[config.mk]
export PLATFORM = sky130hd
export DESIGN_NAME = tsa_sqrt_cell
export DESIGN_NICKNAME = d
export VERILOG_FILES = /design/src/rtl/tsa_pkg.sv /design/src/rtl/tsa_sqrt_cell.sv
export SDC_FILE = /design/constraint.sdc
export NUM_CORES = 1
export LEC_CHECK = 0
export BUFFER_PORTS_ARGS = -buffer_cell sky130_fd_sc_hd__buf_2
export CAP_MARGIN = 15
export CORE_MARGIN = 2
export CORE_UTILIZATION = 44
export DETAILED_ROUTE_END_ITERATION = 16
export GPL_TIMING_DRIVEN = 1
export PLACE_DENSITY_LB_ADDON = 0.2
export REMOVE_ABC_BUFFERS = 1
export SETUP_SLACK_MARGIN = 0.05
export SLEW_MARGIN = 20
export SYNTH_ARGS = -nofsm -noshare
export SYNTH_HDL_FRONTEND = slang
export SYNTH_SLANG_ARGS = --single-unit
[constraint.sdc]
create_clock -name clk -period 1.9 [get_ports clk]
set_input_delay 0 -clock clk [delete_from_list [all_inputs] [get_ports clk]]
set_output_delay 0 -clock clk [all_outputs]
set_load 0.03 [all_outputs]
[src/rtl/tsa_pkg.sv]
package tsa_pkg;

  localparam int COORD_W    = 16;
  localparam int SIDE_W     = 17;
  localparam int ANG_W      = 16;
  localparam int RAD_W      = 2 * SIDE_W;
  localparam int REM_W      = SIDE_W + 2;
  localparam int NUM_W      = 36;
  localparam int DEN_W      = 35;
  localparam int FRAC_W     = 16;
  localparam int DIVR_W     = DEN_W + FRAC_W + 1;
  localparam int Q_W        = FRAC_W + 1;
  localparam int SQRT_STEPS = SIDE_W;
  localparam int CX_W       = 20;
  localparam int CZ_W       = 26;
  localparam int ATAN_W     = 22;

  localparam int CORDIC_STAGES_DEF = 16;
  localparam int CORDIC_MAX        = 24;

  localparam logic [CZ_W-1:0]  DEG90_Q16 = CZ_W'(5898240);
  localparam logic [ANG_W-1:0] DEG180_Q8 = ANG_W'(46080);
  localparam logic [RAD_W-1:0] ONE_SQ    = RAD_W'(64'h1_0000_0000);

  typedef struct packed {
    logic [REM_W-1:0]  rem;
    logic [SIDE_W-1:0] root;
    logic [RAD_W-1:0]  rad;
  } sqrt_st_t;

  typedef struct packed {
    logic [DIVR_W-1:0] rem;
    logic [DEN_W-1:0]  den;
    logic [Q_W-1:0]    q;
  } div_st_t;

  typedef struct packed {
    logic signed [CX_W-1:0] x;
    logic signed [CX_W-1:0] y;
    logic signed [CZ_W-1:0] z;
  } cordic_st_t;

  // atan(2^-i) in degrees, Q16
  function automatic logic [ATAN_W-1:0] atan_q16(input int i);
    logic [ATAN_W-1:0] r;
    case (i)
      0:  r = ATAN_W'(2949120);
      1:  r = ATAN_W'(1740967);
      2:  r = ATAN_W'(919879);
      3:  r = ATAN_W'(466945);
      4:  r = ATAN_W'(234379);
      5:  r = ATAN_W'(117304);
      6:  r = ATAN_W'(58666);
      7:  r = ATAN_W'(29335);
      8:  r = ATAN_W'(14668);
      9:  r = ATAN_W'(7334);
      10: r = ATAN_W'(3667);
      11: r = ATAN_W'(1833);
      12: r = ATAN_W'(917);
      13: r = ATAN_W'(458);
      14: r = ATAN_W'(229);
      15: r = ATAN_W'(115);
      16: r = ATAN_W'(57);
      17: r = ATAN_W'(29);
      18: r = ATAN_W'(14);
      19: r = ATAN_W'(7);
      20: r = ATAN_W'(4);
      21: r = ATAN_W'(2);
      22: r = ATAN_W'(1);
      default: r = '0;
    endcase
    return r;
  endfunction

endpackage

[src/rtl/tsa_sqrt_cell.sv]
module tsa_sqrt_cell import tsa_pkg::*; (
  input  logic     clk,
  input  logic     en,
  input  sqrt_st_t cur,
  output sqrt_st_t nxt
);

  logic [REM_W+1:0] rem_w;
  logic [REM_W+1:0] trial;
  logic [REM_W+1:0] diff;
  logic             fits;

  // bring down two radicand bits, try root digit one
  assign rem_w = {cur.rem, cur.rad[RAD_W-1 -: 2]};
  assign trial = {2'b00, cur.root, 2'b01};
  assign diff  = rem_w - trial;
  assign fits  = rem_w >= trial;

  always_ff @(posedge clk) begin
    if (en) begin
      nxt.rem  <= fits ? diff[REM_W-1:0] : rem_w[REM_W-1:0];
      nxt.root <= {cur.root[SIDE_W-2:0], fits};
      nxt.rad  <= {cur.rad[RAD_W-3:0], 2'b00};
    end
  end

endmodule

* Word-level counts from Yosys, hierarchy flattened
Cells that the tools add are included.
** Operators by class
- $add $sub $neg :: 1
- Mux-type cells :: 1
- Magnitude comparators :: 1
** Operators by type and width (count)
- $ge 21x19->1 :: 1
- $mux 19 :: 1
- $sub 19x19->19 :: 1
** Word-level totals
- Flip-flop bits (word level) :: 68
- Bits of input ports :: 72

* Depth between registers and ports, before layout
- Word-level depth :: 2
- Depth in mapped cells :: 10
- Mapped depth without buffers :: 8

* Worst setup path after synthesis
Ideal clock, no wire load.
- Path type :: input port to flip-flop
- From :: input cur[46] in the netlist's numbering
- To :: register nxt[53] in the netlist's numbering (data pin)
- Setup slack :: -0.156 ns
- Library setup time :: 0.260 ns
- Stages :: 10
- Path buffers :: 2
- Arrival time :: 1.795 ns
- Cell sequence :: inv_1 > ha_1 > buf_6 > and4_4 > nand3_2 > or4_1 > nand3_1 > a21oi_2 > buf_6 > mux2_4
** Between the ends
- Cells in the longest elaborated chain, start to end :: 2
** Ends and longest elaborated chain
- start: declaration :: RTL line tsa_sqrt_cell.sv:4 : input sqrt_st_t cur,
- $ge 21x19->1 :: RTL line tsa_sqrt_cell.sv:17 : assign fits = rem_w >= trial;
- $mux 19 :: RTL line tsa_sqrt_cell.sv:21 : nxt.rem <= fits ? diff[REM_W-1:0] : rem_w[REM_W-1:0];
- end: declaration :: RTL line tsa_sqrt_cell.sv:5 : output sqrt_st_t nxt
No other way between the ends.
A chain may end at the register's enable or synchronous reset.

* Worst setup path after layout
- From :: input cur[37] in the netlist's numbering
- To :: register nxt[55] in the netlist's numbering (data pin)
The elaborated chain is that of the path after synthesis.

==> metrics.csv <==
metric,value,unit
post-synthesis compound-gate area fraction,10.1,%
number of library cell types mapped by synthesis,43,
H-tree Lvls,3,
largest family of logic cells by synthesized area,compound AO/OA/AOI/OAI gates,
Avg Inst Size Synth,13.2,um2
multiplexer area fraction after synthesis,7.59,%
Largest regs,nxt: 68 flops,
XOR/XNOR Fraction of Synth Area,3.81,%
clock sink count,68,
DR vias,2898,
post-synthesis async set-or-reset flop share,0,%
largest net degree at the start of global routing,51,
first-pass GRT wire length,13200,um
initial core utilization,45.0,%
layout net count,596,
root buf cell,clkbuf_8,
number of flip-flops in the largest register,68,
Final setup viols,0,
IO buf count,139,
vias in the first global route,2812,
WP data arrival,1850,ps
Routability Congestion,0.788,
DR WL/cell,13.8,um
HP Class,in -> reg,
CP Cell Sequence,buf_2 -> inv_1 -> ha_2 -> buf_4 -> nand4_1 -> or4_4 -> nand3_4 -> a21oi_4 -> buf_12 -> mux2_4,
"EDFF count, synth",68,
P&R area growth vs syn,56.7,%
vias per cell,4.74,
CP Capture Type,flip-flop,
Cells after Synth,261,
pwr/cell area,782,mW/mm2
gr usage total,19.8,%
RSZ-0062 raised after global routing,no,
row count,32,
Final Total Pwr,0.00422,W
Initial DRC Count,77,
die footprint,0.00855,mm2
LEAKAGE,2.40,nW
Critical Path Max Stage Delay,550,ps
final wirelength,8460,um
count of max-cap constraint violations,0,
Top reg by flops,nxt,
CTS Buf Count,9,
DPL Wire Length,5960,um
maximum fanout along the worst path,12,
VDD IR max,0.000350,V
Slew Limit Fails,0,
adder-cell share of the synthesized area,6.90,%
final worst path period need,1770,ps
Die W,92.5,um
grt ovf,0,
startpoint types,input port,
DIE HEIGHT,92.5,um
slowest CP cell,or4_4,
Post-DRT Antenna Nets,0,
layout cell share with drive strength beyond 1,45.7,%
fillcell total,572,
Antenna Diode Count,0,
num ports,142,
Mapped Area,0.00344,mm2
"Primary FF master, synth",edfxtp_1,
Final Cycle Share,92.9,%
TritonRoute pass-1 iters,4,
final setup TNS,0,ps
Yosys reg bits,68,
"Reg clk slew, reported paths",70,ps
"Hold Vio Cnt, Final",0,
post-synthesis sequential area ratio,59.3,%
CP required,1990,ps
CP Class,in -> reg,
detailed-route DRC error count,0,
Yosys Warn Count,0,
initial antenna violation count,0,
Fmax,0.566,GHz
status,"complete, no violations",
simple-gate share of the synthesized area,6.87,%
CTS tree,built,
core area,0.00765,mm2
Clock Path Buffers,2,
per-stage QoR:
step                      std cells  util, %  hold WS [ps]  cell area, um2  setup WS (ps)
after floorplan                 251        -          98.9            3360           -611
after global placement          539     59.7           177            4570           -269
after detailed placement        539     59.7           178            4570           -333
after CTS                       612     69.5          15.3            5320           58.7
after global routing            612     70.6          22.8            5400           53.2
final                           612     70.6          24.6            5400            135
final cells by class:
class	count	area (um2)	share of cell area [%]
Tap cell	102	128	2.36
Timing Repair Buffer	243	1650	30.6
Inverter	27	101	1.88
Clock buffer	9	124	2.30
Multi-Input combinational cell	156	1300	24.0
Sequential cell	68	2040	37.8
Clock inverter	7	52.6	0.974
what timing repair did:
item | CTS | global route
pin swaps | 0 | 2
buffers inserted | 0 | 0
gates resized for setup | 1 | 21
hold buffers | 57 | 0
endpoints found under the hold margin | 57 | 0
endpoints found under the setup margin | 7 | 18
critical path, delay by kind of cell:
kind                       cells  cell delay (ps)
and+or+nand+nor                3              720
AOI/OAI and AO/OA              1               50
muxes                          1              290
adders and majority gates      1              370
buffers and inverters          4              430
cells in the mapped netlist (5+ instances only):
library cell  count  area [um2]
nand4_1           5        31.3
nand2_1          14        52.6
inv_1            27         101
xor2_1            7        61.3
a21oi_1          20         100
ha_1             19         238
o21ai_0           9        45.0
nor2_1            9        33.8
edfxtp_1         68        2040
xnor2_1           8        70.1
mux2_4           14         210
power by group:
part / total, W / internal, W / switching (W)
Sequential: 0.00187 / 0.00184 / 0.0000343
Clock: 0.00104 / 0.000477 / 0.000567
Combinational: 0.00130 / 0.000581 / 0.000722
Total: 0.00422 / 0.00289 / 0.00132
layout by cell type, fill, tap and decap left out, drive strengths merged, types with 2 or more instances in the layout:
cell,instances
buf,186
edfxtp,68
dlygate4sd3,57
inv,28
a21oi,21
ha,19
mux2,15
nand2,14
o21ai,12
nor2,9
clkbuf,9
xnor2,8
xor2,7
nand4,5
o21a,4
mux2i,4
nand3,4
nor3,3
o211ai,3
nand2b,3
o2111ai,3
a31oi,3
clkinvlp,3
clkinv,3
a211oi,2
nor2b,2
conb,2
o311ai,2
kinds of logic after synthesis:
group,after synthesis
other,1
adders and majority gates,19
xor gates and xnor gates,15
DFF,68
AOI/OAI and AO/OA,55
muxes,19
and+or+nand+nor,46
buffers and inverters,38
per-layer routing:
metal  vias up  GRT usage, %  routed length, um
met5         -             0                  0
met4         0          4.85                 81
met3        10          4.64                595
met2       109          35.5               4170
met1      1333          23.9               3600
li1       1446             -                  -
path summary, 6_finish.rpt:
check / depth (start not counted) / to / startpoint
worst max-delay path: 10 / nxt[55] / cur[37]
worst min-delay path: 2 / nxt[51] / cur[32]
Power figures use the tool's default switching activity.
