$ cat src/rtl/tsa_pkg.sv
package tsa_pkg;

  localparam int COORD_W    = 16;
  localparam int SIDE_W     = 17;
  localparam int ANG_W      = 16;
  localparam int RAD_W      = 2 * SIDE_W;
  localparam int REM_W      = SIDE_W + 2;
  localparam int NUM_W      = 36;
  localparam int DEN_W      = 35;
  localparam int FRAC_W     = 16;
  localparam int DIVR_W     = DEN_W + FRAC_W + 1;
  localparam int Q_W        = FRAC_W + 1;
  localparam int SQRT_STEPS = SIDE_W;
  localparam int CX_W       = 20;
  localparam int CZ_W       = 26;
  localparam int ATAN_W     = 22;

  localparam int CORDIC_STAGES_DEF = 16;
  localparam int CORDIC_MAX        = 24;

  localparam logic [CZ_W-1:0]  DEG90_Q16 = CZ_W'(5898240);
  localparam logic [ANG_W-1:0] DEG180_Q8 = ANG_W'(46080);
  localparam logic [RAD_W-1:0] ONE_SQ    = RAD_W'(64'h1_0000_0000);

  typedef struct packed {
    logic [REM_W-1:0]  rem;
    logic [SIDE_W-1:0] root;
    logic [RAD_W-1:0]  rad;
  } sqrt_st_t;

  typedef struct packed {
    logic [DIVR_W-1:0] rem;
    logic [DEN_W-1:0]  den;
    logic [Q_W-1:0]    q;
  } div_st_t;

  typedef struct packed {
    logic signed [CX_W-1:0] x;
    logic signed [CX_W-1:0] y;
    logic signed [CZ_W-1:0] z;
  } cordic_st_t;

  // atan(2^-i) in degrees, Q16
  function automatic logic [ATAN_W-1:0] atan_q16(input int i);
    logic [ATAN_W-1:0] r;
    case (i)
      0:  r = ATAN_W'(2949120);
      1:  r = ATAN_W'(1740967);
      2:  r = ATAN_W'(919879);
      3:  r = ATAN_W'(466945);
      4:  r = ATAN_W'(234379);
      5:  r = ATAN_W'(117304);
      6:  r = ATAN_W'(58666);
      7:  r = ATAN_W'(29335);
      8:  r = ATAN_W'(14668);
      9:  r = ATAN_W'(7334);
      10: r = ATAN_W'(3667);
      11: r = ATAN_W'(1833);
      12: r = ATAN_W'(917);
      13: r = ATAN_W'(458);
      14: r = ATAN_W'(229);
      15: r = ATAN_W'(115);
      16: r = ATAN_W'(57);
      17: r = ATAN_W'(29);
      18: r = ATAN_W'(14);
      19: r = ATAN_W'(7);
      20: r = ATAN_W'(4);
      21: r = ATAN_W'(2);
      22: r = ATAN_W'(1);
      default: r = '0;
    endcase
    return r;
  endfunction

endpackage

$ cat src/rtl/tsa_div_cell.sv
module tsa_div_cell import tsa_pkg::*; #(
  parameter int SHIFT = 0
) (
  input  logic    clk,
  input  logic    en,
  input  div_st_t cur,
  output div_st_t nxt
);

  logic [DIVR_W-1:0] dsh;
  logic              fits;

  assign dsh  = DIVR_W'(cur.den) << SHIFT;
  assign fits = cur.rem >= dsh;

  always_ff @(posedge clk) begin
    if (en) begin
      nxt.rem <= fits ? cur.rem - dsh : cur.rem;
      nxt.den <= cur.den;
      nxt.q   <= {cur.q[Q_W-2:0], fits};
    end
  end

endmodule

$ cat config.mk
export PLATFORM = sky130hd
export DESIGN_NAME = tsa_div_cell
export DESIGN_NICKNAME = d
export VERILOG_FILES = /design/src/rtl/tsa_pkg.sv /design/src/rtl/tsa_div_cell.sv
export SDC_FILE = /design/constraint.sdc
export NUM_CORES = 1
export LEC_CHECK = 0
export ABC_AREA = 1
export BUFFER_PORTS_ARGS = -buffer_cell sky130_fd_sc_hd__buf_2
export CORE_MARGIN = 1.5
export CORE_UTILIZATION = 40
export DETAILED_ROUTE_END_ITERATION = 10
export HOLD_SLACK_MARGIN = 0.03
export MAX_ROUTING_LAYER = met4
export PLACE_DENSITY_LB_ADDON = 0.25
export SLEW_MARGIN = 20
export SYNTH_ARGS = -nofsm -noshare
export SYNTH_HDL_FRONTEND = slang
export SYNTH_SLANG_ARGS = --single-unit
$ cat constraint.sdc
create_clock -name clk -period 5.8 [get_ports clk]
set_clock_uncertainty 0.05 [all_clocks]
set_input_delay 0.29 -clock clk [delete_from_list [all_inputs] [get_ports clk]]
set_output_delay 0.29 -clock clk [all_outputs]
set_load 0.05 [all_outputs]
Word level (Yosys, flattened, before mapping). Cells that the tools add are included.

Add/subtract/negate cells: 1. Multiply operators: 0. Div/mod/pow operators: 0. Magnitude comparators: 1. Equal/unequal tests: 0. Shift-type cells: 0. Multiplexer cells: 1. Bitwise operators: 0. Reduce and logical (&&, ||, !) cells: 0.

Operator list (number): $ge A52 B35 Y1 (1); $mux W52 (1); $sub A52 B35 Y52 (1).

Flip-flop bits (word level): 104. Bits in latches: 0. Memory bits (writable): 0. Bits in read-only memories: 0. Bits of input ports: 106. Output and inout port bits: 104. Word-level logic and storage cells: 6. Memories kept: 0.

Depth between registers and ports, before layout. Gate-level depths: netlist (run 1).

Word-level depth: 2. Mapped depth: 17. Gate-level depth less buffers: 15.

Worst setup path after synthesis (run 1). No wires, ideal clock.

Kind: in2reg. Start: in cur[52] in the netlist's numbering. End: reg nxt[86] in the netlist's numbering, data pin. Library setup time: 253 ps. Arrival: 1927 ps. Data required time: 5497 ps. Path slack: 3570 ps. Cell stages on the path: 15. Path buffers: 2. Cells stage by stage: inv_1 -> ha_1 -> fa_1 -> inv_1 -> nand3_1 -> nand3_1 -> nand4_1 -> nand3_2 -> nand2_2 -> nand2_4 -> inv_2 -> buf_6 -> buf_8 -> nand2_1 -> nand2_1.

Word-level cells in the longest chain between the ends: 2.

Ends and longest elaborated chain: start: declaration (RTL line tsa_div_cell.sv:6) `input div_st_t cur,`; $sub A52 B35 Y52 or $ge A52 B35 Y1 (tied branches) (RTL line tsa_div_cell.sv:18, tsa_div_cell.sv:14); $mux W52 * (RTL line tsa_div_cell.sv:18) `nxt.rem <= fits ? cur.rem - dsh : cur.rem;`; end: declaration (RTL line tsa_div_cell.sv:7) `output div_st_t nxt`.

Mark *: on every way between the ends. The rest lies on a longest branch, timed or not. A chain may end at the register's enable or synchronous reset.

Worst setup path after layout (run 1).
Start: in cur[31] in the netlist's numbering. End: reg nxt[57] in the netlist's numbering, data pin.

Word-level cells in the longest chain between the ends: 2.

Ends and longest elaborated chain: $ge A52 B35 Y1 (RTL line tsa_div_cell.sv:14) `assign fits = cur.rem >= dsh;`; $mux W52 (RTL line tsa_div_cell.sv:18).

No other way between the ends.

==> impl_metrics.yaml, run 1 <==
outcome:
  status: "completed"
clock_tree:
  ctsResizeCount: 0
  path_clk_slew_ps: 80
  cts_hold_buf: 0
  postCtsSetupBuffers: 0
  cts_made_buffers: 9
  cts_max_level: 3
  cts_root_buffer: "clkbuf_16"
  clockBufferDepth: 2
  cts_tree: "yes"
  clock-sinks: 104
route:
  viasPerCell: 4.74
  ant_nets: 0
  wl_mm: 23.6
  dr.pass1.iters: 5
  vias: 7331
  avgRoutedWirePerCell_um: 15.3
  drc: 0
  drtIter0Drc: 443
power_and_ir_drop:
  power_density_mw_per_mm2: 261
  leakage_nw: 4.84
  ir_drop_v: 0.000189
layout:
  drive_above_1_share: 0.204
  seqCellArea_mm2: 0.00312
  multi_input_area_mm2: 0.00356
  post-route-util: 0.494
  top_regs: "nxt (104)"
  final_cell_mix: "nand2_1 (417), inv_1 (233), buf_2 (207)"
  syn_to_final_growth_pct: 20.8
  stdcell_count: 1547
  nFillCells: 1935
  nets: 1448
  largest_reg_flops: 104
  largest-register: "nxt"
  final_common_cell: "nand2_1"
  final_area_mm2: 0.00928
yosys:
  synth_top_area_cell: "edfxtp_1"
  async_flop_share: 0
  synth_cell_types: 31
  syn-instance-count: 1094
  synth_seq_area_share: 0.407
  ys_warn_count: 0
  yosysTopAreaCellShare: 0.407
  synth_area_leaders: "edfxtp_1 (41%), nand2_1 (20%), inv_1 (11%)"
  syn_nets: 1236
  syn_area_per_cell_um2: 7.02
  synth_ff_type: "edfxtp_1"
  syn_area_mm2: 0.00768
  ys_ff_latch: 104
  synth-edff-count: 104
critical_path:
  crit_type: "in -> reg"
  cp_top_family: "buffers and inverters"
  crit_path_frequent_cell: "nand2_1"
  path_buf_inv: 5
  critPathMaxFanout: 43
  slowest_delay_ps: 540
  critical_path.slowest_cell: "inv_2"
  crit_chain: "buf_2 > inv_1 > ha_1 > nand2_1 > inv_1 > nand2_1 > nand2_1 > a21oi_1 > nand3_2 > nand2_2 > nand2_4 > inv_2 > buf_4 > o21ai_0"
  crit_arrival_ps: 3130
  worstPathRequired_ps: 5860
  crit_start: "cur[31]"
  critPathCapture: "nxt[57]"
  crit_path_end_kind: "flip-flop"
  critPathLaunchType: "primary input"
  cp_num_cells: 14
floorplan:
  io_pins: 210
  coreArea_mm2: 0.0188
  row_count: 50
  die_area_mm2: 0.0200
  die_w_um: 142
  die_y_um: 142
  start_util: 0.409
sta:
  fin_tns_setup_ps: 0
  max_freq_mhz: 325
  relSlewSlack: 0.531
  setup_viol_count_final: 0
  maxSlewViolCount: 0
  hold_violations: 0
  worst_slew_pin_slew_ps: 704
  fin_crit_sh: 0.530
  post-route-min-period_ps: 3070
  rsz0062_at_grt: "no"
placed_design:
  dp.cells: 1529
  gp_congestion: 0.904
  port_buffers: 208
  placed_cell_area_mm2: 0.00895
  hpwl_mm: 19.4
grt:
  antenna_found_initial: 2
  grt_max_degree: 54
  first_global_vias: 6742
  grt_pass1_wl_mm: 35.7
  grt_overflow: 0
  grt_use_total: 0.244
worst_hold_path:
  hold_class: "in -> reg"
job:
  max_cap_violations: 0
## final cells by class
| type | instances | share of cell area |
|---|---|---|
| multi-input combinational | 738 | 0.384 |
| sequential | 104 | 0.337 |
| timing repair buffer | 210 | 0.114 |
| inverter | 243 | 0.0983 |
| tap | 234 | 0.0316 |
| clock buffer | 9 | 0.0243 |
| clock inverter | 7 | 0.0104 |
| antenna | 2 | 0.000539 |
## how the worst min path moves through the flow
stage,slack (ps),cells after the start,startpoint,endpoint
2_1_floorplan,340,0,cur[9],nxt[10]
3_3_place_gp,420,1,cur[0],nxt[1]
3_5_place_dp,420,1,cur[10],nxt[11]
4_1_cts,30,1,cur[6],nxt[7]
5_1_grt,30,1,cur[6],nxt[7]
6_report,40,1,cur[6],nxt[7]
## through the flow
step / hold WS [ps] / power, mW / worst slack [ps]
floorplan: 339 / 1.54 / 3570
global placement: 417 / 1.76 / 2380
detailed placement: 419 / 1.77 / 2310
CTS: 30.2 / 2.44 / 2710
global route: 30.4 / 2.54 / 2420
finish: 41.0 / 2.42 / 2730
## power breakdown
part           switching [mW]  internal, mW
Combinational           0.603         0.207
Sequential             0.0163         0.925
Clock                   0.323         0.350
Total                   0.943          1.48
## metal layers
metal  GRT usage  share of wire
met1       0.336           0.48
met5           -              0
met2       0.383           0.45
met3      0.0270          0.060
met4      0.0646          0.014
## cell usage after synthesis (all sizes together), types with 2 or more instances
library cell,count
nand2,424
inv,242
edfxtp,104
nor2,99
nand3,59
ha,35
o21ai,30
a21oi,27
nand4,21
xnor2,21
buf,9
nand3b,6
nor3,6
nor4,3
xor2,2
## kinds of logic (layout without fill, tap and decap cells)
family                     after synthesis  count (layout)  share of synthesized area
and+or+nand+nor                        620             620                      0.335
buffers and inverters                  252             469                      0.129
DFF                                    104             104                      0.407
AOI/OAI and AO/OA                       59              59                     0.0435
adders and majority gates               36              36                     0.0596
xor gates and xnor gates                23              23                     0.0262
other                                    0               2                          0
(Power assumes the default switching activity.)
==> run 2: changes to the inputs <==
Clock period 5.8 ns to 3 ns, I/O delays scaled along.
==> run 2 against run 1 <==
Clock power is 93% higher. Sequential share of layout area is 2.2 points lower. Cell count is 3.9% higher. Sequential power is 93% higher. Combinational power is 100% higher. Non-clock buffer count is 62 higher. First-iteration DRC count is 16% higher. Via count is 2.9% higher. Global-route usage is 1.1 points higher. Die area stayed put. Sequential cell count stayed put. Wire length is 4.2% higher. Highest routed layer unchanged.
==> impl_metrics.yaml, run 2 (synthesis gave the netlist of run 1 again) <==
outcome:
  status: "completed"
placed_design:
  dp.cells: 1532
  gp_congestion: 0.947
  placed_cell_area_mm2: 0.00901
  port_buffers: 208
  place_worst_setup_slack_ps: 338
  hpwl_mm: 19.9
clock_tree:
  postCtsSetupBuffers: 0
  clock-sinks: 104
  cts_root_buffer: "clkbuf_16"
  cts_tree: "yes"
  clockBufferDepth: 2
  cts_max_level: 3
  path_clk_slew_ps: 80
  ctsResizeCount: 0
  cts_made_buffers: 9
  cts_hold_buf: 59
route:
  viasPerCell: 4.69
  dr.pass1.iters: 8
  drc: 0
  avgRoutedWirePerCell_um: 15.3
  drtIter0Drc: 515
  wl_mm: 24.6
  vias: 7543
  ant_nets: 0
floorplan:
  die_y_um: 142
  die_area_mm2: 0.0200
  row_count: 50
  coreArea_mm2: 0.0188
  io_pins: 210
  die_w_um: 142
  start_util: 0.409
sta:
  hold_slack_ps: 38.1
  post-route-min-period_ps: 2850
  hold_violations: 0
  worst_slew_pin_slew_ps: 682
  setup_viol_count_final: 0
  rsz0062_at_grt: "no"
  postLayoutSetupSlackWorst_ps: 149
  max_freq_mhz: 351
  fin_tns_setup_ps: 0
  fin_crit_sh: 0.950
  relSlewSlack: 0.545
  maxSlewViolCount: 0
power_and_ir_drop:
  power_mw: 4.75
  ir_drop_v: 0.000270
  clkPwrFrac: 0.273
  comb_power_share: 0.343
  p_switching_mw: 1.83
  leakage_nw: 5.11
  p_sw_frac: 0.386
  p_int_mw: 2.92
  power_frac_seq: 0.384
  power_density_mw_per_mm2: 479
critical_path:
  critPathMaxFanout: 40
  critPathLaunchType: "primary input"
  worstPathRequired_ps: 3060
  crit_type: "in -> reg"
  crit_path_end_kind: "flip-flop"
  crit_arrival_ps: 2910
grt:
  grt_use_total: 0.255
  antenna_found_initial: 1
  grt_overflow: 0
  grt_max_degree: 54
  grt_pass1_wl_mm: 37.6
  first_global_vias: 7213
layout:
  final_area_mm2: 0.00993
  nets: 1510
  top_regs: "nxt (104)"
  syn_to_final_growth_pct: 29.2
  stdcell_count: 1608
  largest_reg_flops: 104
  final_cell_mix: "nand2_1 (417), inv_1 (233), buf_2 (207)"
  final_common_cell: "nand2_1"
  largest-register: "nxt"
  post-route-util: 0.529
  nFillCells: 1881
  drive_above_1_share: 0.197
worst_hold_path:
  hold_class: "in -> reg"
job:
  max_cap_violations: 0
-- run 2: critical path, stage by stage --
cell and delay (ps):
dlygate4sd3_1 540, buf_2 130, ha_1 230, fa_1 420, inv_1 120, nand3_1 70, nand3_1 160, nand4_1 150
nand3_2 160, nand2_2 140, nand2_4 200, inv_2 90, buf_12 170, nand2_1 70, o21ai_0 70
-- run 2: area by class of cell --
cell class / count / area (um^2) / share of cell area
inverter: 243 / 912 / 0.0919
tap: 234 / 293 / 0.0295
timing repair buffer: 272 / 1710 / 0.172
clock buffer: 9 / 225 / 0.0227
multi-input combinational: 738 / 3560 / 0.359
clock inverter: 7 / 96.3 / 0.00971
antenna: 1 / 2.50 / 0.000252
sequential: 104 / 3120 / 0.315
-- run 2: path summary, 6_finish.rpt --
check | from | endpoint | slack, ps | depth (start not counted)
setup / recovery | cur[17] | nxt[72] | 150 | 15
hold / removal | cur[81] | nxt[81] | 40 | 3
-- run 2: routing by layer --
layer | up-vias | share of wire | track usage | routed length (um)
li1 | 3929 | - | - | -
met3 | 20 | 0.058 | 0.0273 | 1420
met2 | 215 | 0.45 | 0.403 | 11200
met5 | - | 0 | - | 0
met4 | 0 | 0.018 | 0.0667 | 432
met1 | 3379 | 0.47 | 0.351 | 11600
-- run 2: power by group through the flow --
stage	sequential [mW]	combinational [mW]	clock [mW]
4_1_cts	1.82	1.63	1.33
3_5_place_dp	1.85	1.57	0
3_3_place_gp	1.85	1.56	0
5_1_grt	1.84	1.77	1.36
2_1_floorplan	2.41	0.563	0
6_report	1.82	1.63	1.30
==> run 3: changes to the inputs <==
Settings changed: CORE_UTILIZATION 40 to 45.
==> run 3 against run 2 <==
Die area shrank 11%. Critical endpoint is now nxt[69]. Clock power shrank 3%. Critical path type unchanged. Largest cell class unchanged. Clock-buffer cell count is the same.
==> impl_metrics.yaml, run 3 (synthesis gave the netlist of run 1 again) <==
layout:
  final_common_cell: "nand2_1"
  stdcell_count: 1592
  drive_above_1_share: 0.198
  final_cell_mix: "nand2_1 (417), inv_1 (233), buf_2 (207)"
  syn_to_final_growth_pct: 28.7
  largest-register: "nxt"
  nets: 1509
  diodes: 0
  nFillCells: 1614
  top_regs: "nxt (104)"
  largest_reg_flops: 104
  final_area_mm2: 0.00988
critical_path:
  crit_path_frequent_cell: "nand3_1"
  critPathLaunchType: "primary input"
  critical_path.slowest_cell: "dlygate4sd3_1"
  worstPathRequired_ps: 3040
  crit_arrival_ps: 2760
  cp_top_family: "buffers and inverters"
  crit_path_end_kind: "flip-flop"
  path_buf_inv: 5
  slowest_delay_ps: 530
  crit_type: "in -> reg"
  critPathMaxFanout: 40
  crit_chain: "dlygate4sd3_1 > buf_2 > ha_1 > fa_1 > inv_1 > nand3_1 > nand3_1 > nand4_1 > nand3_2 > nand2_2 > nand2_4 > inv_2 > buf_12 > nand2_1 > o21ai_0"
clock_tree:
  cts_tree: "yes"
  clock-sinks: 104
  clockBufferDepth: 2
  ctsResizeCount: 0
  cts_root_buffer: "clkbuf_16"
  path_clk_slew_ps: 80
  cts_made_buffers: 9
  cts_hold_buf: 57
  cts_max_level: 3
  postCtsSetupBuffers: 0
placed_design:
  dp.cells: 1519
  gp_congestion: 0.932
  port_buffers: 208
  placed_cell_area_mm2: 0.00900
  hpwl_mm: 19.7
route:
  wl_mm: 24.3
  avgRoutedWirePerCell_um: 15.2
  ant_nets: 0
  dr.pass1.iters: 5
  vias: 7619
  viasPerCell: 4.79
  drc: 0
  drtIter0Drc: 616
sta:
  worst_slew_pin_slew_ps: 670
  relSlewSlack: 0.554
  post-route-min-period_ps: 2720
  setup_viol_count_final: 0
  maxSlewViolCount: 0
  hold_violations: 0
  max_freq_mhz: 368
  fin_tns_setup_ps: 0
  fin_crit_sh: 0.906
  rsz0062_at_grt: "no"
power_and_ir_drop:
  leakage_nw: 5.11
  ir_drop_v: 0.000311
  p_sw_frac: 0.383
  p_int_mw: 2.91
  comb_power_share: 0.347
  p_switching_mw: 1.81
  clkPwrFrac: 0.267
  power_frac_seq: 0.386
  power_density_mw_per_mm2: 477
floorplan:
  coreArea_mm2: 0.0166
  start_util: 0.461
  die_w_um: 134
  row_count: 47
  io_pins: 210
  die_y_um: 134
  die_area_mm2: 0.0179
grt:
  grt_use_total: 0.286
  grt_pass1_wl_mm: 37.5
  first_global_vias: 7245
  antenna_found_initial: 0
  grt_max_degree: 54
  grt_overflow: 0
worst_hold_path:
  hold_class: "in -> reg"
outcome:
  status: "completed"
job:
  max_cap_violations: 0
## run 3: metal layers
| layer | part of all wire | up-vias | global-route usage | routed length, um |
|---|---|---|---|---|
| met1 | 0.48 | 3393 | 0.397 | 11700 |
| met4 | 0.022 | 0 | 0.0785 | 542 |
| met2 | 0.44 | 262 | 0.438 | 10700 |
| li1 | - | 3931 | - | - |
| met5 | 0 | - | - | 0 |
| met3 | 0.055 | 33 | 0.0411 | 1350 |
## run 3: final timing paths
path     from       to  cells after the start  slack (ps)
max   cur[17]  nxt[69]                     15         280
min   cur[64]  nxt[64]                      3          40
## run 3: area by class of cell
class / instances / area, um^2 / share of cell area
Inverter: 243 / 912 / 0.0923
Clock inverter: 7 / 83.8 / 0.00848
Sequential cell: 104 / 3120 / 0.316
Tap cell: 220 / 275 / 0.0279
Clock buffer: 9 / 225 / 0.0228
Multi-Input combinational cell: 738 / 3560 / 0.361
Timing Repair Buffer: 271 / 1700 / 0.172
## run 3: stage by stage
stage | worst slack, ps | power, mW | hold slack (ps) | utilization
finish | 281 | 4.71 | 37.5 | 0.594
global route | 105 | 4.92 | 30.8 | 0.594
CTS | 300 | 4.73 | 31.8 | 0.594
detailed placement | 475 | 3.42 | 278 | 0.541
global placement | 505 | 3.41 | 277 | 0.541
floorplan | 910 | 2.97 | 199 | -
## run 3: power groups by stage
| stage | clock (mW) | sequential, mW | combinational, mW |
|---|---|---|---|
| after detailed placement | 0 | 1.85 | 1.57 |
| after CTS | 1.27 | 1.82 | 1.63 |
| final | 1.26 | 1.82 | 1.63 |
| after global placement | 0 | 1.85 | 1.56 |
| after global routing | 1.32 | 1.83 | 1.77 |
| after floorplan | 0 | 2.41 | 0.563 |
