===== src/rtl/tsa_pkg.sv =====
package tsa_pkg;

  localparam int COORD_W    = 16;
  localparam int SIDE_W     = 17;
  localparam int ANG_W      = 16;
  localparam int RAD_W      = 2 * SIDE_W;
  localparam int REM_W      = SIDE_W + 2;
  localparam int NUM_W      = 36;
  localparam int DEN_W      = 35;
  localparam int FRAC_W     = 16;
  localparam int DIVR_W     = DEN_W + FRAC_W + 1;
  localparam int Q_W        = FRAC_W + 1;
  localparam int SQRT_STEPS = SIDE_W;
  localparam int CX_W       = 20;
  localparam int CZ_W       = 26;
  localparam int ATAN_W     = 22;

  localparam int CORDIC_STAGES_DEF = 16;
  localparam int CORDIC_MAX        = 24;

  localparam logic [CZ_W-1:0]  DEG90_Q16 = CZ_W'(5898240);
  localparam logic [ANG_W-1:0] DEG180_Q8 = ANG_W'(46080);
  localparam logic [RAD_W-1:0] ONE_SQ    = RAD_W'(64'h1_0000_0000);

  typedef struct packed {
    logic [REM_W-1:0]  rem;
    logic [SIDE_W-1:0] root;
    logic [RAD_W-1:0]  rad;
  } sqrt_st_t;

  typedef struct packed {
    logic [DIVR_W-1:0] rem;
    logic [DEN_W-1:0]  den;
    logic [Q_W-1:0]    q;
  } div_st_t;

  typedef struct packed {
    logic signed [CX_W-1:0] x;
    logic signed [CX_W-1:0] y;
    logic signed [CZ_W-1:0] z;
  } cordic_st_t;

  // atan(2^-i) in degrees, Q16
  function automatic logic [ATAN_W-1:0] atan_q16(input int i);
    logic [ATAN_W-1:0] r;
    case (i)
      0:  r = ATAN_W'(2949120);
      1:  r = ATAN_W'(1740967);
      2:  r = ATAN_W'(919879);
      3:  r = ATAN_W'(466945);
      4:  r = ATAN_W'(234379);
      5:  r = ATAN_W'(117304);
      6:  r = ATAN_W'(58666);
      7:  r = ATAN_W'(29335);
      8:  r = ATAN_W'(14668);
      9:  r = ATAN_W'(7334);
      10: r = ATAN_W'(3667);
      11: r = ATAN_W'(1833);
      12: r = ATAN_W'(917);
      13: r = ATAN_W'(458);
      14: r = ATAN_W'(229);
      15: r = ATAN_W'(115);
      16: r = ATAN_W'(57);
      17: r = ATAN_W'(29);
      18: r = ATAN_W'(14);
      19: r = ATAN_W'(7);
      20: r = ATAN_W'(4);
      21: r = ATAN_W'(2);
      22: r = ATAN_W'(1);
      default: r = '0;
    endcase
    return r;
  endfunction

endpackage


===== src/rtl/tsa_cordic_cell.sv =====
module tsa_cordic_cell import tsa_pkg::*; #(
  parameter int IDX = 0
) (
  input  logic       clk,
  input  logic       en,
  input  cordic_st_t cur,
  output cordic_st_t nxt
);

  logic signed [CX_W-1:0] xs;
  logic signed [CX_W-1:0] ys;
  logic signed [CZ_W-1:0] step;

  assign xs   = cur.x >>> IDX;
  assign ys   = cur.y >>> IDX;
  assign step = CZ_W'(atan_q16(IDX));

  always_ff @(posedge clk) begin
    if (en) begin
      if (!cur.y[CX_W-1]) begin
        nxt.x <= cur.x + ys;
        nxt.y <= cur.y - xs;
        nxt.z <= cur.z + step;
      end else begin
        nxt.x <= cur.x - ys;
        nxt.y <= cur.y + xs;
        nxt.z <= cur.z - step;
      end
    end
  end

endmodule


===== config.mk =====
export PLATFORM = sky130hd
export DESIGN_NAME = tsa_cordic_cell
export DESIGN_NICKNAME = d
export VERILOG_FILES = /design/src/rtl/tsa_pkg.sv /design/src/rtl/tsa_cordic_cell.sv
export SDC_FILE = /design/constraint.sdc
export NUM_CORES = 1
export LEC_CHECK = 0
export BUFFER_PORTS_ARGS = -buffer_cell sky130_fd_sc_hd__buf_2
export CAP_MARGIN = 20
export CORE_MARGIN = 2
export CORE_UTILIZATION = 40
export CTS_CLUSTER_SIZE = 25
export DETAILED_ROUTE_END_ITERATION = 16
export PLACE_DENSITY = 0.66
export RECOVER_POWER = 100
export SLEW_MARGIN = 25
export SYNTH_ARGS = -nofsm -noshare
export SYNTH_HDL_FRONTEND = slang
export SYNTH_SLANG_ARGS = --single-unit

===== constraint.sdc =====
create_clock -name clk -period 3.8 [get_ports clk]
set_clock_uncertainty 0.2 [all_clocks]
set_input_delay 0 -clock clk [delete_from_list [all_inputs] [get_ports clk]]
set_output_delay 0 -clock clk [all_outputs]
set_load 0.05 [all_outputs]

Yosys cells after proc, flatten, opt, wreduce, memory -nomap -nowiden
Cells that the tools add are included.
{"block": "classes", "n_addsub": 5, "mux": 1}
{"cell": "$mux W66", "n": 1}
{"cell": "$sub A20 B20 Y20", "n": 2}
{"cell": "$add A26 B23 Y26 const B", "n": 1}
{"cell": "$sub A26 B23 Y26 const B", "n": 1}
{"cell": "$add A20 B20 Y20", "n": 1}
{"block": "totals", "inputBits": 68, "wordCells": 9, "output_inout_bits": 66, "reg_bits": 66}

Logic depth before layout (Yosys ltp)
Gate-level depths: netlist (run 1).
{"block": "depth", "ltp_word": 2, "ltp_mapped": 12, "ltp_nobuf": 10}

Worst setup path after synthesis (run 1)
No wires, ideal clock.
{"block": "synth_path", "path_type": "in2reg", "from": "input cur[45] (netlist bit)", "to": "register nxt[25] (netlist bit) (data pin)", "path_buffers": 3, "stages": 11, "arrival_time_ps": 2154, "setup_slack_ps": 1289, "cell_sequence": "clkbuf_1 inv_1 clkbuf_1 clkbuf_1 ha_1 a21oi_1 o21bai_1 a21oi_1 o21ai_0 and4_1 nor3_1"}
{"block": "synth_via", "elab_chain_len": 1}
{"item": "start: declaration", "line": "tsa_cordic_cell.sv:6", "text": "input cordic_st_t cur,"}
{"item": "$mux W66", "line": "tsa_cordic_cell.sv:20", "text": "if (!cur.y[CX_W-1]) begin"}
{"item": "end: declaration", "line": "tsa_cordic_cell.sv:7", "text": "output cordic_st_t nxt"}
Every way passes these cells.
A chain may end at the register's enable or synchronous reset.

Final worst setup path (run 1)
{"block": "layout_path", "from": "input cur[47] (netlist bit)", "to": "register nxt[43] (netlist bit) (data pin)"}
{"block": "layout_via", "elab_chain_len": 2, "elab_cells_between_ends": 3, "classes_between": "add/sub: 2; mux: 1"}
{"item": "$sub A20 B20 Y20 or $add A20 B20 Y20 (tied branches)", "line": "tsa_cordic_cell.sv:22, tsa_cordic_cell.sv:26"}
{"item": "$mux W66 *", "line": "tsa_cordic_cell.sv:20"}
Every way passes the cells marked *; elsewhere a longest branch is shown, timed or not.

==> metrics.md, run 1 <==
| Metric | Value |
|---|---|
| Status | finished with violations |
| Post-route ant nets | 0 |
| Warning count from the yosys run | 0 |
| Max Cap Violations | 2 |
| Unrepaired setup endpoints after global routing | no |
| #FFs+latches synth | 65 |
| Fmax | 322.2 MHz |
| Cell internal pwr | 1.809 mW |
| Clock share of power | 30.5% |
| Core ar. | 0.01335 mm^2 |
| IO buf count | 133 |
| Crit path max fanout | 5 |
| Final Net Count | 876 |
| Pwr dens | 428.9 mW/mm^2 |
| Hold Path Class | input port to flip-flop |
| Antenna violations before repair | 0 |
| VDD IR-drop max | 300.5 uV |
| Syn avg cell area | 9.452 um^2 |
| Detail Placement HPWL | 11220 um |
| Pins Over Slew Limit | 68 |
| Register area share after synthesis | 35.42% |
| Worst Path Buf+Inv | 2 |
| Clock Pin Slew Worst Setup and Hold Paths | 0.06 ns |
| Grt total ovfl | 0 |
| Final hold violation count | 0 |
| DR WL/cell | 15.97 um |
| Post-synth EDFFs | 65 |
| Finished Cell Area | 0.006804 mm^2 |
| Fillers | 1337 |
| Switching power | 1.109 mW |
| Area grow syn2layout | 23.48% |
| Synth area leader | edfxtp_1 |
| Max reg flops | 65 |
| Count leader, synth | ha_1 |
| CP Launch Type | input port |
| Comb pwr share | 36.8% |
| Ys flop type | edfxtp_1 |
| Largest register by flop count | nxt |
| Top cells by count, synth | 72 x ha_1, 66 x inv_1, 65 x edfxtp_1 |
| Slowest stage cell, crit path | dlygate4sd3_1 |
| Layout cells sized above 1 | 11.40% |
| Non-filler instance count after layout | 913 |
| Kind of cell adding the most delay to the critical path | compound AO/OA/AOI/OAI gates |
| Tot Pwr | 2.918 mW |
| Setup Fix Bufs, Post-CTS | 0 |
| Vias per inst | 5.349 |
| Critical path arrival | 2.97 ns |
| Worst Path Required | 3.66 ns |
| Die Wd | 121.4 um |
| Global-route wire length before repair | 23280 um |
| Final period util | 81.68% |
| WS Path Type | input port to flip-flop |
| Sequential share of power | 32.8% |
| Area occupied by multi-input gates | 0.003186 mm^2 |
| DIE HEIGHT | 121.4 um |
| CTS H-Tree Depth | 3 |
| Initial core utilization | 41.28% |
| Worst Setup End Kind | flip-flop |
| Yosys cell types | 63 |
| Setup violators final | 0 |
| Top cells by area, synth | edfxtp_1 35%, ha_1 16%, a21oi_1 4.5%, inv_1 4.5%, xnor2_1 4.5% |
| DP Area | 0.006305 mm^2 |
| TritonCTS buffer count | 9 |
| Rows | 42 |
| Iter 0 DRT Violations | 414 |
| CTS Sinks | 65 |
| Vias in the first global route | 4659 |
| CTS tree | done |
| Pre-antenna DRT Iters | 5 |
| Mapped cell area | 0.005510 mm^2 |
| Top Ports | 134 |
| Setup tns final | 0 ns |
| Clk root buf | clkbuf_16 |
| Die area | 0.01473 mm^2 |
| Vias | 4884 |
| Largest registers | nxt (65) |
| All-layer global routing usage | 19.83% |
| Top cell type's share of synthesized area | 35.42% |
| Post-Syn Instances | 583 |
| Leak | 2.933 nW |
| Worst Tran Pin Value | 1.851 ns |
| FF/Latch Area | 0.001952 mm^2 |
| # DRC | 0 |
| Max incr delay on CP | 0.53 ns |
| RePlAce Congestion | 0.9487 |
| Failing checks | max-capacitance violations, max-slew violations |
| Cells after DPL | 869 |
| Syn Nets | 727 |
| Maximum root-to-sink buffer count | 2 |
| Sw Ratio | 38.01% |
| Relative slew slack | -23.39% |
| Final WL | 14580 um |
| Synth async-reset ratio | 0% |
| Largest net degree at the start of global routing | 57 |
| Min Tclk post-route | 3.104 ns |
| Crit-path cells | dlygate4sd3_1 -> clkbuf_1 -> ha_1 -> nor2b_1 -> o31ai_1 -> a32oi_1 -> a221o_1 -> a2111oi_0 -> a211oi_1 -> xor2_1 |
| Antenna cells | 0 |
[power by group through the flow]
stage	logic [mW]	registers, mW	clock network [mW]
final	1.07	0.957	0.889
after global routing	1.15	0.967	0.931
after CTS	1.10	0.954	0.903
after detailed placement	1.07	0.968	0
after global placement	1.06	0.963	0
after floorplan	0.437	1.33	0
[kinds of logic after synthesis]
group | after synthesis | synth area share, %
adders and majority gates | 76 | 17.80
and+or+nand+nor | 121 | 11.19
muxes | 3 | 0.5450
AOI/OAI and AO/OA | 183 | 21.64
xor gates and xnor gates | 43 | 6.835
buffers and inverters | 92 | 6.562
DFF | 65 | 35.42
[worst paths after layout]
path,start,endpoint,slack (ns),depth (start not counted)
max,cur[47],nxt[43]$_DFFE_PP_,0.70,10
min,cur[23],nxt[23]$_DFFE_PP_,0.02,3
[area by class of cell]
cell class | instances | area share (%)
clock buffers | 9 | 3.310
clock inverters | 7 | 1.471
inverters | 66 | 3.641
multi-input cells | 426 | 46.82
flip-flops and latches | 65 | 28.69
well taps | 176 | 3.236
repair buffers | 164 | 12.84
[timing repair]
item,CTS,global route
hold buffers,28,0
resized for setup,0,0
endpoints found under the hold margin,27,0
[stage by stage]
stage | utilization [%] | setup WS (ns) | hold slack (ns)
after detailed placement | 47.23 | 0.9364 | -0.02172
after global routing | 50.97 | 0.4546 | 0.03455
final | 50.97 | 0.6962 | 0.02406
after global placement | 47.23 | 0.9208 | -0.02269
after CTS | 51.77 | 0.8417 | 0.01016
after floorplan | - | 1.289 | -0.1011
[placed cells by master (no fill, tap or decap), drive strengths merged, types with 3 or more instances in the layout]
cell type,count
xnor2,28
nand4,4
inv,68
o211ai,10
clkbuf,82
nand2,25
mux2i,3
edfxtp,65
o31ai,9
nand2b,8
nand3,6
nor4,6
ha,72
a31oi,3
nor3,14
or3,4
o21ai,42
xor2,15
nor2,30
or2,4
a21o,15
nor2b,9
clkinv,3
a311oi,3
o21bai,6
a21oi,50
a31o,3
o21a,6
a211oi,9
buf,63
fa,4
o211a,3
dlygate4sd3,28
o41ai,4
[layer usage]
layer	GRT usage, %	part of all wire [%]
met2	32.55	46
met5	0	0
met3	2.585	5.7
met1	27.65	47
met4	5.101	1.2
Power figures use the tool's default switching activity.
==> inputs of run 2 (changes only) <==
PLACE_DENSITY = 0.68   (was 0.66)
clock period = 2.5 ns   (was 3.8 ns; I/O delays follow)
==> run 2 against run 1 <==
The run now ends clean. Wire length is 6.9% higher. Sequential power is 52% higher. Utilization is 5.2 points higher. Final area is 10% higher. Critical path depth is 2 higher. First-iteration DRC count is 12% lower. Setup slack worse by 0.58 ns. Global-route usage is 1.1 points higher. Flip-flop and latch count stayed put. Final cell count is 10% higher. Clock-buffer cell count stayed put. Total power is 53% higher.
==> metrics.md, run 2 (synthesized netlist as in run 1, its figures left out) <==
| Metric | Value |
|---|---|
| Status | completed |
| Setup tns final | 0 ns |
| Global-route wire length before repair | 24650 um |
| RePlAce Congestion | 0.8959 |
| Post-Route Utilization | 56.13% |
| Relative slew slack | 1.692% |
| VDD IR-drop max | 370.4 uV |
| Sequential share of power | 32.5% |
| Tot Pwr | 4.476 mW |
| Max reg flops | 65 |
| Die area | 0.01473 mm^2 |
| Vias in the first global route | 5231 |
| Initial core utilization | 41.28% |
| Hold depth | 4 |
| WS Path Type | input port to flip-flop |
| Finished Cell Area | 0.007492 mm^2 |
| All-layer global routing usage | 20.94% |
| DP Area | 0.007038 mm^2 |
| Final Net Count | 969 |
| Iter 0 DRT Violations | 365 |
| Core ar. | 0.01335 mm^2 |
| # DRC | 0 |
| Clock share of power | 27.0% |
| Pwr dens | 597.4 mW/mm^2 |
| DR WL/cell | 15.50 um |
| Vias | 5249 |
| Vias per inst | 5.218 |
| Switching power | 1.715 mW |
| Pins Over Slew Limit | 0 |
| Die Wd | 121.4 um |
| CTS Sinks | 65 |
| Largest registers | nxt (65) |
| Min Tclk post-route | 2.387 ns |
| Worst Path Required | 2.37 ns |
| Post-route ant nets | 0 |
| Max Cap Violations | 0 |
| Fmax | 418.9 MHz |
| Commonest non-fill, non-tap cell in the layout | buf_4 |
| Commonest non-fill, non-tap cells in the layout | 90 x buf_4, 74 x clkbuf_1, 72 x ha_1, 66 x inv_1, 65 x edfxtp_1 |
| Unrepaired setup endpoints after global routing | no |
| Layout cells sized above 1 | 22.17% |
| Comb pwr share | 40.6% |
| Final WL | 15590 um |
| CTS H-Tree Depth | 3 |
| Largest net degree at the start of global routing | 38 |
| Pre-antenna DRT Iters | 5 |
| Area grow syn2layout | 35.97% |
| Maximum root-to-sink buffer count | 2 |
| Largest register by flop count | nxt |
| Hold Path Sink | nxt[17]$_DFFE_PP_ |
| TritonCTS buffer count | 9 |
| Sw Ratio | 38.32% |
| Crit path max fanout | 4 |
| Final hold violation count | 0 |
| DIE HEIGHT | 121.4 um |
| Top Ports | 134 |
| Clock Pin Slew Worst Setup and Hold Paths | 0.05 ns |
| Hold Path Class | input port to flip-flop |
| IO buf count | 133 |
| Cell internal pwr | 2.761 mW |
| Setup violators final | 0 |
| Detail Placement HPWL | 12450 um |
| Grt total ovfl | 0 |
| Clk root buf | clkbuf_16 |
| Leak | 3.357 nW |
| Antenna cells | 0 |
| CTS tree | done |
| Rows | 42 |
| Worst Tran Pin Value | 1.475 ns |
| Critical path arrival | 2.26 ns |
| Worst Setup End Kind | flip-flop |
| CP Launch Type | input port |
| Final period util | 95.49% |
| Antenna violations before repair | 0 |
| Hold Path Origin | cur[17] |
| Final hold slack | 0.009306 ns |
[run 2: layer usage]
layer	wire length, um	vias up	track usage, %
met2	7289	202	35.25
met5	0	-	0
met3	996	17	2.256
met4	173	0	6.681
met1	7134	2458	28.21
li1	-	2572	-
[run 2: critical path: stages]
cell and delay [ns]:
buf_2 0.11, buf_4 0.13, ha_1 0.23, fa_1 0.40
nor2b_1 0.17, o211ai_1 0.16, a211oi_1 0.30, buf_4 0.18
o211a_1 0.16, o21ai_1 0.06, a211oi_1 0.26, xnor2_1 0.09
[run 2: how the worst max path moves through the flow]
| stage | from | to | slack, ns | cells after the start |
|---|---|---|---|---|
| finish | cur[26] | nxt[64]$_DFFE_PP_ | 0.11 | 12 |
| global route | cur[26] | nxt[42]$_DFFE_PP_ | 0.004 | 12 |
| CTS | cur[29] | nxt[61]$_DFFE_PP_ | 0.06 | 11 |
| detailed placement | cur[29] | nxt[61]$_DFFE_PP_ | -0.25 | 11 |
| global placement | cur[29] | nxt[61]$_DFFE_PP_ | -0.25 | 11 |
| floorplan | cur[45] | nxt[25]$_DFFE_PP_ | 0.12 | 11 |
[run 2: area by class of cell]
type / instances / area, um^2
Sequential cell: 65 / 1952
Inverter: 66 / 247.7
Fill cell: 1233 / 5856
Tap cell: 176 / 220.2
Clock inverter: 7 / 61.31
Multi-Input combinational cell: 426 / 3229
Clock buffer: 9 / 225.2
Timing Repair Buffer: 257 / 1556
[run 2: power groups by stage]
stage	combinational (mW)	sequential (mW)	clock [mW]
2_1_floorplan	0.664	2.02	0
3_3_place_gp	1.79	1.46	0
3_5_place_dp	1.81	1.47	0
4_1_cts	1.85	1.45	1.23
5_1_grt	1.94	1.47	1.27
6_report	1.82	1.45	1.21
[run 2: through the flow]
step	setup slack, ns	cells
after global routing	0.004111	1006
after CTS	0.06138	1006
after detailed placement	-0.2537	965
after global placement	-0.2522	965
final	0.1128	1006
after floorplan	0.1193	583
[run 2: timing repair]
action,4_1_cts,5_1_grt
setup buffers,0,0
gates resized for setup,0,7
hold buffers,25,0
hold endpoints to repair,26,0
setup endpoints to repair,0,7
==> inputs of run 3 (changes only) <==
PLACE_DENSITY = 0.66   (was 0.68)
clock period = 2.6 ns   (was 2.5 ns; I/O delays follow)
==> run 3 against run 2 <==
Utilization decreased by 2.3 points. Sequential share of layout area increased by 1.1 points. Wire length decreased by 0.96%. Clock power about the same. Global-route usage increased by 0.37 points. Via count decreased by 2.2%. First-iteration DRC count increased by 17%. Combinational power decreased by 8%. Sequential power decreased by 3%. Largest cell class unchanged.
==> metrics.md, run 3 (synthesized netlist as in run 1, its figures left out) <==
| Metric | Value |
|---|---|
| Status | completed |
| Setup violators final | 0 |
| Slowest stage cell, crit path | a221o_1 |
| Post-route ant nets | 0 |
| Largest registers | nxt (65) |
| Worst Setup End Kind | flip-flop |
| Antenna cells | 0 |
| Final Net Count | 935 |
| Kind of cell adding the most delay to the critical path | compound AO/OA/AOI/OAI gates |
| Grt total ovfl | 0 |
| Vias | 5136 |
| Antenna violations before repair | 0 |
| Clk root buf | clkbuf_16 |
| Detail Placement HPWL | 12160 um |
| Min Tclk post-route | 2.413 ns |
| Setup tns final | 0 ns |
| Setup Fix Bufs, Post-CTS | 0 |
| CTS tree | done |
| Die Wd | 121.4 um |
| Global-route wire length before repair | 24800 um |
| Max incr delay on CP | 0.44 ns |
| Critical Path End | nxt[43]$_DFFE_PP_ |
| DIE HEIGHT | 121.4 um |
| Commonest non-fill, non-tap cell in the layout | clkbuf_1 |
| DR WL/cell | 15.89 um |
| IO buf count | 133 |
| Largest net degree at the start of global routing | 40 |
| Unrepaired setup endpoints after global routing | no |
| Relative slew slack | 3.664% |
| Worst Path Buf+Inv | 2 |
| Core ar. | 0.01335 mm^2 |
| CTS Sinks | 65 |
| Hold Path Origin | cur[47] |
| Pwr dens | 592.1 mW/mm^2 |
| Layout cells sized above 1 | 17.46% |
| VDD IR-drop max | 294.9 uV |
| Critical path arrival | 2.28 ns |
| Largest register by flop count | nxt |
| Commonest non-fill, non-tap cells in the layout | 78 x clkbuf_1, 72 x ha_1, 66 x inv_1, 65 x edfxtp_1, 62 x buf_2 |
| Post-Route Utilization | 53.84% |
| Vias in the first global route | 5106 |
| Leak | 3.180 nW |
| All-layer global routing usage | 21.31% |
| Area grow syn2layout | 30.43% |
| Fmax | 414.4 MHz |
| Maximum root-to-sink buffer count | 2 |
| Cts hold-fix bufs | 25 |
| Hold depth | 3 |
| Worst Path Required | 2.46 ns |
| # DRC | 0 |
| Pins Over Slew Limit | 0 |
| Pre-antenna DRT Iters | 5 |
| Hold Path Class | input port to flip-flop |
| Worst Tran Pin Value | 1.445 ns |
| Crit path from | cur[27] |
| Post-cts gate resize count | 0 |
| TritonCTS buffer count | 9 |
| Max reg flops | 65 |
| Top Ports | 134 |
| Iter 0 DRT Violations | 426 |
| Final hold violation count | 0 |
| CP Launch Type | input port |
| Crit-path cells | clkbuf_1 -> inv_1 -> ha_1 -> nor2b_1 -> o31ai_1 -> a32oi_1 -> a221o_1 -> a2111oi_2 -> a211oi_1 -> xor2_1 |
| Clock Pin Slew Worst Setup and Hold Paths | 0.05 ns |
| Max Cap Violations | 0 |
| Rows | 42 |
| Vias per inst | 5.284 |
| Initial core utilization | 41.28% |
| Final WL | 15440 um |
| Crit path max fanout | 3 |
| RePlAce Congestion | 0.9214 |
| Final period util | 92.82% |
| Levels on crit path | 10 |
| CTS H-Tree Depth | 3 |
| WS Path Type | input port to flip-flop |
| Die area | 0.01473 mm^2 |
==> run 3: cell types whose count changed in the layout (fill, tap and decap cells not counted), sizes merged <==
cell,previous run,this run
clkbuf,88,90
buf,153,118
clkinvlp,2,1
==> run 3: how the worst min path moves through the flow <==
| stage | to | slack, ns |
|---|---|---|
| floorplan | nxt[0]$_DFFE_PP_ | -0.10 |
| CTS | nxt[17]$_DFFE_PP_ | 0.01 |
| finish | nxt[27]$_DFFE_PP_ | 0.02 |
| global placement | nxt[0]$_DFFE_PP_ | -0.02 |
| detailed placement | nxt[0]$_DFFE_PP_ | -0.02 |
| global route | nxt[18]$_DFFE_PP_ | 0.02 |
==> run 3: power by group <==
group          total (mW)  internal (mW)  leakage (nW)  switching (mW)
combinational        1.68          0.525          2.41            1.16
clock                1.18          0.735         0.138           0.440
sequential           1.40           1.36         0.636          0.0414
==> run 3: metrics by stage <==
step / setup WS [ns] / power, mW / std cells / instance area [um^2] / hold slack (ns)
2_1_floorplan: 0.08886 / 2.581 / 583 / 5510 / -0.1011
3_3_place_gp: -0.07616 / 3.079 / 931 / 6783 / -0.02338
3_5_place_dp: -0.09524 / 3.107 / 931 / 6783 / -0.02156
4_1_cts: 0.2325 / 4.317 / 972 / 7321 / 0.01312
5_1_grt: 0.04656 / 4.456 / 972 / 7187 / 0.02455
6_report: 0.1866 / 4.255 / 972 / 7187 / 0.01869
==> run 3: final cells by class <==
type	count	area (um^2)
repair buffers	223	1287
well taps	176	220.2
clock inverters	6	58.81
flip-flops and latches	65	1952
fillers	1268	6161
inverters	66	247.7
multi-input cells	426	3192
clock buffers	10	229.0
==> run 3: per-layer routing <==
layer	routed length [um]	GRT usage [%]	up-vias	share of wire, %
met5	0	0	-	0
met4	220	5.891	0	1.4
met3	1022	3.008	17	6.6
met2	7279	35.67	219	47
met1	6921	28.79	2384	45
li1	-	-	2516	-
==> run 3: tightest hold or removal path: stages <==
cell and delay [ns]:
buf_2 0.13, fa_1 0.17, mux2i_1 0.06
